### src/sv/spc_pkg.sv
// Shared types and constants for the stepper position controller.
// Holds the command codes, register indexes and channel payload structs.
// No dependencies.
package spc_pkg;

  // Command codes carried by each input transaction
  typedef enum logic [2:0] {
    CMD_TICK     = 3'd0,
    CMD_MOVE_REL = 3'd1,
    CMD_MOVE_ABS = 3'd2,
    CMD_RUN      = 3'd3,
    CMD_STOP     = 3'd4,
    CMD_ZERO     = 3'd5
  } cmd_t;

  // Configuration register indexes (byte address is 4 * index)
  localparam logic REG_INVERT_DIRECTION = 1'b0;
  localparam logic REG_STEP_MODE        = 1'b1;

  localparam int unsigned ADDR_BITS = 3;
  localparam int unsigned DATA_BITS = 32;

  typedef struct packed {
    logic [2:0]         command;
    logic signed [31:0] step_value;
    logic [31:0]        period_ticks;
    logic               run_reverse;
  } in_item_t;

  typedef struct packed {
    logic               step_pulse;
    logic               motor_backward;
    logic [1:0]         drive_type;
    logic signed [31:0] position;
    logic signed [31:0] target;
    logic               busy_res;
  } out_item_t;

endpackage

### src/sv/stepper_position_controller.sv
// Stepper position controller top level: command input, step result output, APB registers.
// Depends on spc_pkg for command codes, register indexes and payload structs.
//
//   channel  | handshake             | payload
//   ---------+-----------------------+-----------------------------------
//   input    | in_valid / in_ready   | in_data   (in_item_t)
//   result   | out_valid / out_ready | out_data  (out_item_t)
//   config   | psel/penable/pwrite   | paddr, pwdata, prdata, pready
//
// Each transaction is captured in the input register, then the state update and
// the result are computed in one pass and written to the result register, from which
// the result is presented; one transaction per cycle is taken unless the result stalls.
// rst_n is synchronous, active low, and clears motion state, valid flags and config registers.
// A stalled result register holds the input register; input stalls only when both are full.
module stepper_position_controller
  import spc_pkg::*;
#(
  parameter int unsigned POSITION_BITS = 32,
  parameter int unsigned PERIOD_BITS   = 32
) (
  input  logic                 clk,
  input  logic                 rst_n,
  input  logic                 in_valid,
  output logic                 in_ready,
  input  in_item_t             in_data,
  output logic                 out_valid,
  input  logic                 out_ready,
  output out_item_t            out_data,
  input  logic                 psel,
  input  logic                 penable,
  input  logic                 pwrite,
  input  logic [ADDR_BITS-1:0] paddr,
  input  logic [DATA_BITS-1:0] pwdata,
  output logic [DATA_BITS-1:0] prdata,
  output logic                 pready
);

  localparam int unsigned POS_EXT = (POSITION_BITS > 32) ? POSITION_BITS : 32;
  localparam int unsigned PER_EXT = (PERIOD_BITS > 32) ? PERIOD_BITS : 32;
  localparam logic [PERIOD_BITS-1:0] PER_MAX = {PERIOD_BITS{1'b1}};

  // Configuration registers
  logic       invert_direction_r;
  logic [1:0] step_mode_r;

  // Motion state
  logic [POSITION_BITS-1:0] step_position_r, step_position_nxt;
  logic [POSITION_BITS-1:0] target_position_r, target_position_nxt;
  logic                     moving_reverse_r, moving_reverse_nxt;
  logic                     continuous_run_r, continuous_run_nxt;
  logic [PERIOD_BITS-1:0]   step_period_r, step_period_nxt;
  logic [PERIOD_BITS-1:0]   elapsed_ticks_r, elapsed_ticks_nxt;

  // Pipeline registers
  logic      in_valid_r;
  in_item_t  in_item_r;
  logic      out_valid_r;
  out_item_t out_item_r, out_item_nxt;

  logic advance;
  logic cfg_write;

  // Advance when the input register holds a transaction and the result slot frees up
  assign advance   = in_valid_r && (!out_valid_r || out_ready);
  assign in_ready  = !in_valid_r || advance;
  assign out_valid = out_valid_r;
  assign out_data  = out_item_r;

  // APB register access
  assign pready    = 1'b1;
  assign cfg_write = psel && penable && pwrite;

  always_comb begin
    unique case (paddr[2])
      REG_INVERT_DIRECTION: prdata = DATA_BITS'(invert_direction_r);
      REG_STEP_MODE:        prdata = DATA_BITS'(step_mode_r);
      default:              prdata = '0;
    endcase
  end

  always_ff @(posedge clk) begin
    if (!rst_n) begin
      invert_direction_r <= 1'b0;
      step_mode_r        <= 2'd0;
    end else if (cfg_write) begin
      unique case (paddr[2])
        REG_INVERT_DIRECTION: invert_direction_r <= pwdata[0];
        REG_STEP_MODE:        step_mode_r        <= pwdata[1:0];
        default: ;
      endcase
    end
  end

  // Execute one command against the motion state
  always_comb begin
    logic [POSITION_BITS-1:0] val;
    logic [PER_EXT-1:0]       per_ext;
    logic [PERIOD_BITS-1:0]   per_sat;
    logic                     per_zero;
    logic                     busy_now;
    logic                     pulse;
    logic [POSITION_BITS-1:0] tgt;
    logic [POS_EXT-1:0]       pos_ext;
    logic [POS_EXT-1:0]       tgt_ext;

    step_position_nxt   = step_position_r;
    target_position_nxt = target_position_r;
    moving_reverse_nxt  = moving_reverse_r;
    continuous_run_nxt  = continuous_run_r;
    step_period_nxt     = step_period_r;
    elapsed_ticks_nxt   = elapsed_ticks_r;
    pulse               = 1'b0;

    val      = POSITION_BITS'(in_item_r.step_value);
    per_ext  = PER_EXT'(in_item_r.period_ticks);
    per_sat  = (per_ext > PER_EXT'(PER_MAX)) ? PER_MAX : per_ext[PERIOD_BITS-1:0];
    per_zero = (in_item_r.period_ticks == 32'd0);
    busy_now = continuous_run_r || (step_position_r != target_position_r);

    unique case (in_item_r.command)
      CMD_TICK: begin
        if (elapsed_ticks_r != PER_MAX) begin
          elapsed_ticks_nxt = elapsed_ticks_r + PERIOD_BITS'(1);
        end
        if (busy_now && (elapsed_ticks_nxt >= step_period_r)) begin
          pulse = 1'b1;
          if (moving_reverse_r) begin
            step_position_nxt = step_position_r - POSITION_BITS'(1);
          end else begin
            step_position_nxt = step_position_r + POSITION_BITS'(1);
          end
          elapsed_ticks_nxt = elapsed_ticks_nxt - step_period_r;
        end
      end
      CMD_MOVE_REL: begin
        target_position_nxt = step_position_r;
        continuous_run_nxt  = 1'b0;
        if (!per_zero) begin
          target_position_nxt = step_position_r + val;
          step_period_nxt     = per_sat;
          elapsed_ticks_nxt   = '0;
          moving_reverse_nxt  = val[POSITION_BITS-1];
        end
      end
      CMD_MOVE_ABS: begin
        target_position_nxt = step_position_r;
        continuous_run_nxt  = 1'b0;
        if (!per_zero) begin
          target_position_nxt = val;
          step_period_nxt     = per_sat;
          elapsed_ticks_nxt   = '0;
          moving_reverse_nxt  = !($signed(step_position_r) < $signed(val));
        end
      end
      CMD_RUN: begin
        target_position_nxt = step_position_r;
        continuous_run_nxt  = 1'b0;
        if (!per_zero) begin
          moving_reverse_nxt = in_item_r.run_reverse;
          step_period_nxt    = per_sat;
          elapsed_ticks_nxt  = '0;
          continuous_run_nxt = 1'b1;
        end
      end
      CMD_STOP: begin
        target_position_nxt = step_position_r;
        continuous_run_nxt  = 1'b0;
      end
      CMD_ZERO: begin
        continuous_run_nxt  = 1'b0;
        step_position_nxt   = '0;
        target_position_nxt = '0;
      end
      default: ;
    endcase

    // Build the result from the updated state
    tgt     = continuous_run_nxt ? step_position_nxt : target_position_nxt;
    pos_ext = POS_EXT'(step_position_nxt);
    tgt_ext = POS_EXT'(tgt);

    out_item_nxt.step_pulse     = pulse;
    out_item_nxt.motor_backward = moving_reverse_nxt ^ invert_direction_r;
    out_item_nxt.drive_type     = step_mode_r;
    out_item_nxt.position       = pos_ext[31:0];
    out_item_nxt.target         = tgt_ext[31:0];
    out_item_nxt.busy_res       = continuous_run_nxt ||
                                  (step_position_nxt != target_position_nxt);
  end

  // Hold state, input register and result register
  always_ff @(posedge clk) begin
    if (!rst_n) begin
      in_valid_r        <= 1'b0;
      out_valid_r       <= 1'b0;
      step_position_r   <= '0;
      target_position_r <= '0;
      moving_reverse_r  <= 1'b0;
      continuous_run_r  <= 1'b0;
      step_period_r     <= '0;
      elapsed_ticks_r   <= '0;
    end else begin
      if (in_ready) begin
        in_valid_r <= in_valid;
      end
      if (advance) begin
        out_valid_r       <= 1'b1;
        step_position_r   <= step_position_nxt;
        target_position_r <= target_position_nxt;
        moving_reverse_r  <= moving_reverse_nxt;
        continuous_run_r  <= continuous_run_nxt;
        step_period_r     <= step_period_nxt;
        elapsed_ticks_r   <= elapsed_ticks_nxt;
      end else if (out_ready) begin
        out_valid_r <= 1'b0;
      end
    end
  end

  // Payload registers
  always_ff @(posedge clk) begin
    if (in_ready && in_valid) begin
      in_item_r <= in_data;
    end
    if (advance) begin
      out_item_r <= out_item_nxt;
    end
  end

endmodule
### config.mk
export PLATFORM = sky130hd
export DESIGN_NAME = stepper_position_controller
export DESIGN_NICKNAME = d
export VERILOG_FILES = /design/src/sv/spc_pkg.sv /design/src/sv/stepper_position_controller.sv
export SDC_FILE = /design/constraint.sdc
export NUM_CORES = 1
export LEC_CHECK = 0
export ABC_AREA = 0
export BUFFER_PORTS_ARGS = -buffer_cell sky130_fd_sc_hd__buf_4
export CORE_ASPECT_RATIO = 1.25
export CORE_UTILIZATION = 25
export CTS_BUF_LIST = sky130_fd_sc_hd__clkbuf_16
export DETAILED_ROUTE_END_ITERATION = 12
export GPL_TIMING_DRIVEN = 0
export PLACE_DENSITY = 0.49
export SYNTH_ARGS = -nofsm -noshare
export SYNTH_HDL_FRONTEND = slang
export SYNTH_SLANG_ARGS = --single-unit
### constraint.sdc
create_clock -name clk -period 11.05 [get_ports clk]
set_input_delay 0 -clock clk [delete_from_list [all_inputs] [get_ports clk]]
set_output_delay 0 -clock clk [all_outputs]
set_load 0.05 [all_outputs]
==> results of run 1 <==
==> state kept, by name, summed over array words and instances, names as in the netlist, 2 cells and up <==
signal             flops
elapsed_ticks_r       32
step_period_r         32
step_mode_r            2
in_item_r             68
out_data              69
step_position_r       32
target_position_r     32
==> metal layers <==
| layer | track usage (%) | vias to the layer above | wire length [µm] |
|---|---|---|---|
| met4 | 7.11 | 0 | 2790 |
| met1 | 20.9 | 8108 | 27800 |
| met2 | 31.9 | 622 | 33700 |
| met5 | 0 | - | 0 |
| li1 | - | 8335 | - |
| met3 | 2.38 | 134 | 3370 |
==> layout by cell type, fill, tap and decap left out, types with 8 or more instances in the layout <==
cell,synthesis,final
xor2_1,80,80
conb_1,2,31
o21a_1,19,19
dlygate4sd3_1,0,79
or3_1,12,12
nand4_1,22,22
clkbuf_16,0,37
inv_1,137,141
nand3_1,42,42
nor2_1,238,238
buf_4,34,184
and2_1,11,10
edfxtp_1,137,137
o22ai_1,10,10
a21o_1,33,33
clkbuf_1,87,86
o21bai_1,13,13
nor2b_1,11,11
ha_1,126,126
a221oi_1,10,10
o211ai_1,29,29
o21ai_0,97,97
a31oi_1,23,23
a21oi_1,219,219
a22oi_1,8,8
nand2_1,205,205
nand2b_1,18,18
and3_1,23,23
mux2i_1,25,25
nor3_1,54,54
dfxtp_1,135,134
xnor2_1,84,84
nor4_1,26,26
a211oi_1,73,73
==> critical path: cells and delay by family (launching register included) <==
family | cells | cell delay, ns
compound gates | 3 | 1.50
xor+xnor | 2 | 0.42
fa+ha+maj | 1 | 0.28
buf+inv | 2 | 0.48
flops | 1 | 0.44
simple gates | 16 | 3.98
==> what timing repair did <==
action,CTS,global route
hold endpoints to repair,90,0
setup endpoints to repair,0,0
hold buffers,79,0
==> final timing paths <==
check	end	slack (ns)	cells past startpoint
setup / recovery	out_data[0]$_DFFE_PP_	3.69	24
hold / removal	in_item_r[0]$_DFFE_PP_	0.16	2
setup reg to reg	out_data[0]$_DFFE_PP_	3.69	24
hold reg to reg	step_period_r[17]$_SDFFE_PN0P_	0.45	2
==> power groups by stage <==
| stage | Sequential, mW | Combinational, mW | Clock, mW |
|---|---|---|---|
| 5_1_grt | 1.19 | 0.880 | 1.29 |
| 4_1_cts | 1.18 | 0.815 | 1.26 |
| 3_3_place_gp | 1.20 | 0.783 | 0 |
| 3_5_place_dp | 1.20 | 0.790 | 0 |
| 6_report | 1.18 | 0.817 | 1.23 |
| 2_1_floorplan | 1.24 | 0.491 | 0 |
==> kinds of logic after synthesis <==
| group | count (synthesis) |
|---|---|
| multiplexers | 27 |
| AND/OR/NAND/NOR | 694 |
| flip-flops | 272 |
| buffers and inverters | 265 |
| other | 2 |
| AO/OA/AOI/OAI | 613 |
| XOR/XNOR | 164 |
| adder cells (fa/ha/maj) | 129 |
==> per-stage QoR <==
step | total power [mW] | util, % | cell area [µm²] | hold WS, ns
4_1_cts | 3.26 | 31.6 | 22900 | 0.134
6_report | 3.23 | 31.6 | 22900 | 0.164
2_1_floorplan | 1.73 | - | 18500 | 0.0989
3_5_place_dp | 1.99 | 28.8 | 20900 | 0.179
5_1_grt | 3.36 | 31.6 | 22900 | 0.149
3_3_place_gp | 1.99 | 28.8 | 20800 | 0.178
==> layout make-up <==
cell class,instances,area share [%]
Timing Repair Buffer,231,8.61
Buffer,128,2.68
Clock inverter,29,1.28
Sequential cell,272,29.8
Tap cell,952,5.20
Multi-Input combinational cell,1658,46.1
Clock buffer,37,4.04
Inverter,137,2.25
==> out/metrics.cfg, run 1 <==
[place]
place_hpwl_mm=53.7
io_buffers=150
dpl_worst_slack_ns=3.58
dp.cells=3299
gp_congestion=0.987

[route]
first_pass_iters=9
antenna_left=0
avgViaCountPerCell=4.99
drt_iter0_markers=1145
drt-total-wl_mm=67.7
wire_per_inst_um=19.7
vias=17200
drc=0

[floorplanning]
num_rows=110
initial_utilization_pct=25.4
die_h_um=305
die_width_um=245
coreArea_um2=72400
io_pins=214
dieArea_um2=74700

[clock_network]
cts_max_level=2
cts_tree=built
clock_latency_ns=0.56
cts.clk_slew.worst_paths_ns=0.07
root_buffer=clkbuf_16
cts_resized=0
numCtsBuffers=36
cts_buffer_depth=3
cts_sinks=272
postCtsSetupRepairBufs=0

[synth]
synth-simple-area-share_pct=17.3
synth_mux_area_share_pct=1.48
synth_top_family_by_area=compound AO/OA/AOI/OAI gates
avgSynthCellArea_um2=8.49
synth_compound_area_share_pct=21.3
ys.flop_type=edfxtp_1
synthTopCellsByArea=edfxtp_1, dfxtp_1, ha_1
synth.yosys.seq_area_share_pct=37.1
synth_xor_area_share_pct=7.81
synth_top_cell_by_area=edfxtp_1
synth_commonest_cells=nor2_1, a21oi_1, nand2_1
synth_cell_types=76
yosysMostFrequentCell=nor2_1
synth_edf_count=137
syn_area_um2=18400
netlist_instances=2166
synth_adder_area_share_pct=8.90
synth_top_area_share_pct=22.4
synthArstFlopShare_pct=0
synth_seq_cells=272
ys.warnings.count=0

[sta]
max_freq_ghz=0.136
finalSetupViolCount=0
slew_violations=0
final_hold_viol_count=0
relSlewSlack_pct=6.48
fin_skew_ns=0.0290
min_period_ns=7.36
final.period_utilization_pct=66.6
fin_ws_ns=3.69
rsz0062_at_grt=false
worst_slew_pin_slew_ns=1.39
fin_tns_setup_ns=0

[grt]
track_usage_pct=17.7
antenna_found_initial=0
grt_overflow_total=0
grt_pass1_wl_mm=101
grt_max_degree=61
grt_pass1_vias=16700

[setup_path]
cp.required_ns=11.34
crit_fanout=8
critPathLaunch=elapsed_ticks_r[19]$_SDFFE_PN0P_
cpMaxStageDelayCell=a21oi_1
worstPathCellList=and3_1, and3_1, nand3_1, nor3_1, or3_1, clkbuf_1, nor2_1, nand3_1, nor2_1, xor2_1, ha_1, clkbuf_1, nand4_1, nand2b_1, nor3_1, o22ai_1, a21oi_1, a32oi_1, xnor2_1, nand4_1, nor4_1, nand4_1, nor4_2, nand4_1
worstPathArrival_ns=7.65
worst_path_largest_cell_delay_ns=0.97
criticalPathCategory=flip-flop to flip-flop
r2r_start=elapsed_ticks_r[19]$_SDFFE_PN0P_
worst_setup_path_end_kind=flip-flop
cp_common_cell=nand4_1
start_kind=flip-flop

[worst_hold_path]
hold_start=in_data[0]
hold_class=primary input to flip-flop

[layout]
drive_gt1_share_pct=10.9
multi_input_area_um2=10600
fill_cells=7719
syn_to_final_growth_pct=24.5
num_antenna_cells=0
instances_no_fill=3444
regArea_um2=6820
finalNetCount=2703

[power_and_ir_drop]
internal_power_mw=2.14
ir_drop_mv=0.0879
power_switching_share_pct=33.6
power_frac_seq_pct=36.6
leakage_nw=9.45
p_clk_share_pct=38.0
switchingPower_mw=1.08
combPwrFrac_pct=25.3
power_per_cell_area_nw_per_um2=141

[run_status]
outcome=finished clean

[run]
maxCapViolations=0

(Power assumes the default switching activity.)
==> run 2: changes to the inputs <==
- PLACE_DENSITY: 0.49 -> 0.5
- clock period: 11.05 -> 6.26 ns (I/O delays scaled with it)
==> out/metrics.cfg, run 2 (synthesis results as in run 1) <==
[run_status]
outcome=finished clean  ; unchanged

[grt]
grt_pass1_vias=16800  ; was 16,700
antenna_found_initial=0  ; unchanged
track_usage_pct=17.8  ; was 17.7%
grt_pass1_wl_mm=101  ; about the same
grt_overflow_total=0  ; unchanged
grt_max_degree=60  ; was 61

[route]
first_pass_iters=5  ; was 9
vias=17200  ; about the same
avgViaCountPerCell=5.00  ; was 4.99
drt_iter0_markers=1244  ; was 1,145
drc=0  ; unchanged
wire_per_inst_um=19.7  ; about the same
antenna_left=0  ; unchanged
drt-total-wl_mm=68.0  ; was 67.7 mm

[place]
postPlaceCellArea_um2=20900  ; about the same
io_buffers=150  ; unchanged
gp_congestion=0.978  ; was 0.987
dp.cells=3299  ; unchanged
place_hpwl_mm=53.7  ; about the same

[layout]
syn_to_final_growth_pct=26.2  ; was 24.5%
largest_register_ffs=69  ; unchanged
utilization_pct=32.1  ; was 31.6%
final_common_cell=nor2_1  ; unchanged
finalNetCount=2709  ; was 2,703
instances_no_fill=3447  ; was 3,444
final_cell_area_um2=23200  ; was 22,900 µm²
layout_common_cells=nor2_1, a21oi_1, nand2_1, buf_4, inv_1  ; unchanged
num_antenna_cells=0  ; unchanged
drive_gt1_share_pct=13.3  ; was 10.9%

[clock_network]
cts.clk_slew.worst_paths_ns=0.06  ; was 0.07 ns
clock_latency_ns=0.56  ; about the same
cts_sinks=272  ; unchanged
cts_buffer_depth=3  ; unchanged
cts_tree=built  ; unchanged
cts_max_level=2  ; unchanged
root_buffer=clkbuf_16  ; unchanged
numCtsBuffers=34  ; was 36

[setup_path]
worst_setup_path_end_kind=flip-flop  ; unchanged
cp.required_ns=6.53  ; was 11.34 ns
crit_fanout=10  ; was 8
criticalPathCategory=flip-flop to flip-flop  ; unchanged
start_kind=flip-flop  ; unchanged
worstPathArrival_ns=6.18  ; was 7.65 ns

[power_and_ir_drop]
ir_drop_mv=0.185  ; was 0.0879 mV
power_per_cell_area_nw_per_um2=240  ; was 141 nW/µm²
leakage_nw=9.54  ; was 9.45 nW

[sta]
final_hold_viol_count=0  ; unchanged
final.period_utilization_pct=94.5  ; was 66.6%
worst_slew_pin_slew_ns=1.27  ; was 1.39 ns
fin_skew_ns=0.0309  ; was 0.0290 ns
finalSetupViolCount=0  ; unchanged
relSlewSlack_pct=14.5  ; was 6.48%
slew_violations=0  ; unchanged
min_period_ns=5.91  ; was 7.36 ns
fin_hold_ws_ns=0.162  ; was 0.164 ns
max_freq_ghz=0.169  ; was 0.136 GHz

[run]
maxCapViolations=0  ; unchanged

[floorplanning]
dieArea_um2=74700  ; unchanged
die_width_um=245  ; unchanged
die_h_um=305  ; unchanged
num_rows=110  ; unchanged
initial_utilization_pct=25.4  ; unchanged
io_pins=214  ; unchanged
coreArea_um2=72400  ; unchanged

[worst_hold_path]
hold_class=primary input to flip-flop  ; unchanged

-- run 2: changes by cell type in the layout (fill, tap and decap cells not counted), moves of 4 or more --
cell,delta
buf_4,+10
dfxtp_1,-6
dfxtp_2,+6
a21oi_1,-5
a32oi_1,-5
a32oi_2,+5
clkbuf_1,-5
clkinv_2,+5
nor3_1,-4
-- run 2: worst paths after layout --
path | startpoint | slack [ns] | cells after the start | endpoint
setup / recovery | elapsed_ticks_r[21]$_SDFFE_PN0P_ | 0.35 | 25 | out_data[0]$_DFFE_PP_
hold / removal | in_data[21] | 0.16 | 2 | in_item_r[21]$_DFFE_PP_
setup reg to reg | elapsed_ticks_r[21]$_SDFFE_PN0P_ | 0.35 | 25 | out_data[0]$_DFFE_PP_
hold reg to reg | step_period_r[5]$_SDFFE_PN0P_ | 0.45 | 2 | step_period_r[5]$_SDFFE_PN0P_
-- run 2: cell type report --
| cell class | count | area [µm²] |
|---|---|---|
| flip-flops and latches | 272 | 6830 |
| well taps | 952 | 1190 |
| clock inverters | 26 | 218 |
| fillers | 7705 | 49200 |
| repair buffers | 243 | 2050 |
| clock buffers | 35 | 876 |
| plain buffers | 124 | 619 |
| multi-input cells | 1658 | 10900 |
| inverters | 137 | 518 |
-- run 2: what timing repair did --
action	CTS	global route
endpoints found under the setup margin	33	2
hold buffers	79	0
gates resized for setup	41	33
pin swaps	6	14
gates cloned	0	1
hold endpoints to repair	74	0
setup buffers	7	4
-- run 2: metal layers --
metal / vias up / global-route usage, % / share of wire (%)
met5: - / 0 / 0
met1: 8132 / 21.2 / 41
met3: 130 / 1.94 / 4.6
met4: 0 / 6.74 / 3.9
li1: 8372 / - / -
met2: 595 / 32.4 / 51
-- run 2: report_power, final --
| part | switching, mW | total [mW] | leakage, nW | internal (mW) |
|---|---|---|---|---|
| combinational | 0.970 | 1.51 | 6.56 | 0.537 |
| clock | 0.842 | 1.99 | 0.563 | 1.15 |
| sequential | 0.102 | 2.08 | 2.42 | 1.98 |
-- run 2: critical path, cell delays in order (launching register included) --
cell and delay, ns:
dfxtp_2 0.34, and3_1 0.20, and3_4 0.21, nand3_1 0.14, nor3_4 0.09, or3_4 0.39, nor2_4 0.17, buf_4 0.18
nand3_1 0.13, xnor2_2 0.23, ha_2 0.35, a21oi_2 0.17, o21a_1 0.18, o22ai_1 0.10, or3_1 0.37, o22ai_4 0.15
a211o_4 0.16, buf_6 0.16, buf_12 0.17, mux2i_4 0.29, xor2_1 0.19, nand4_1 0.16, nor4_4 0.34, nand4_1 0.26
nor4_4 0.31, nand4_1 0.14
-- run 2: metrics by stage --
stage / setup slack (ns) / setup TNS [ns] / power, mW
after global placement: -1.14 / -10.95 / 3.51
after floorplan: 0.913 / 0 / 3.05
after global routing: -0.00578 / -0.00578 / 5.83
after CTS: 0.00512 / 0 / 5.62
final: 0.347 / 0 / 5.58
after detailed placement: -1.23 / -14.04 / 3.52
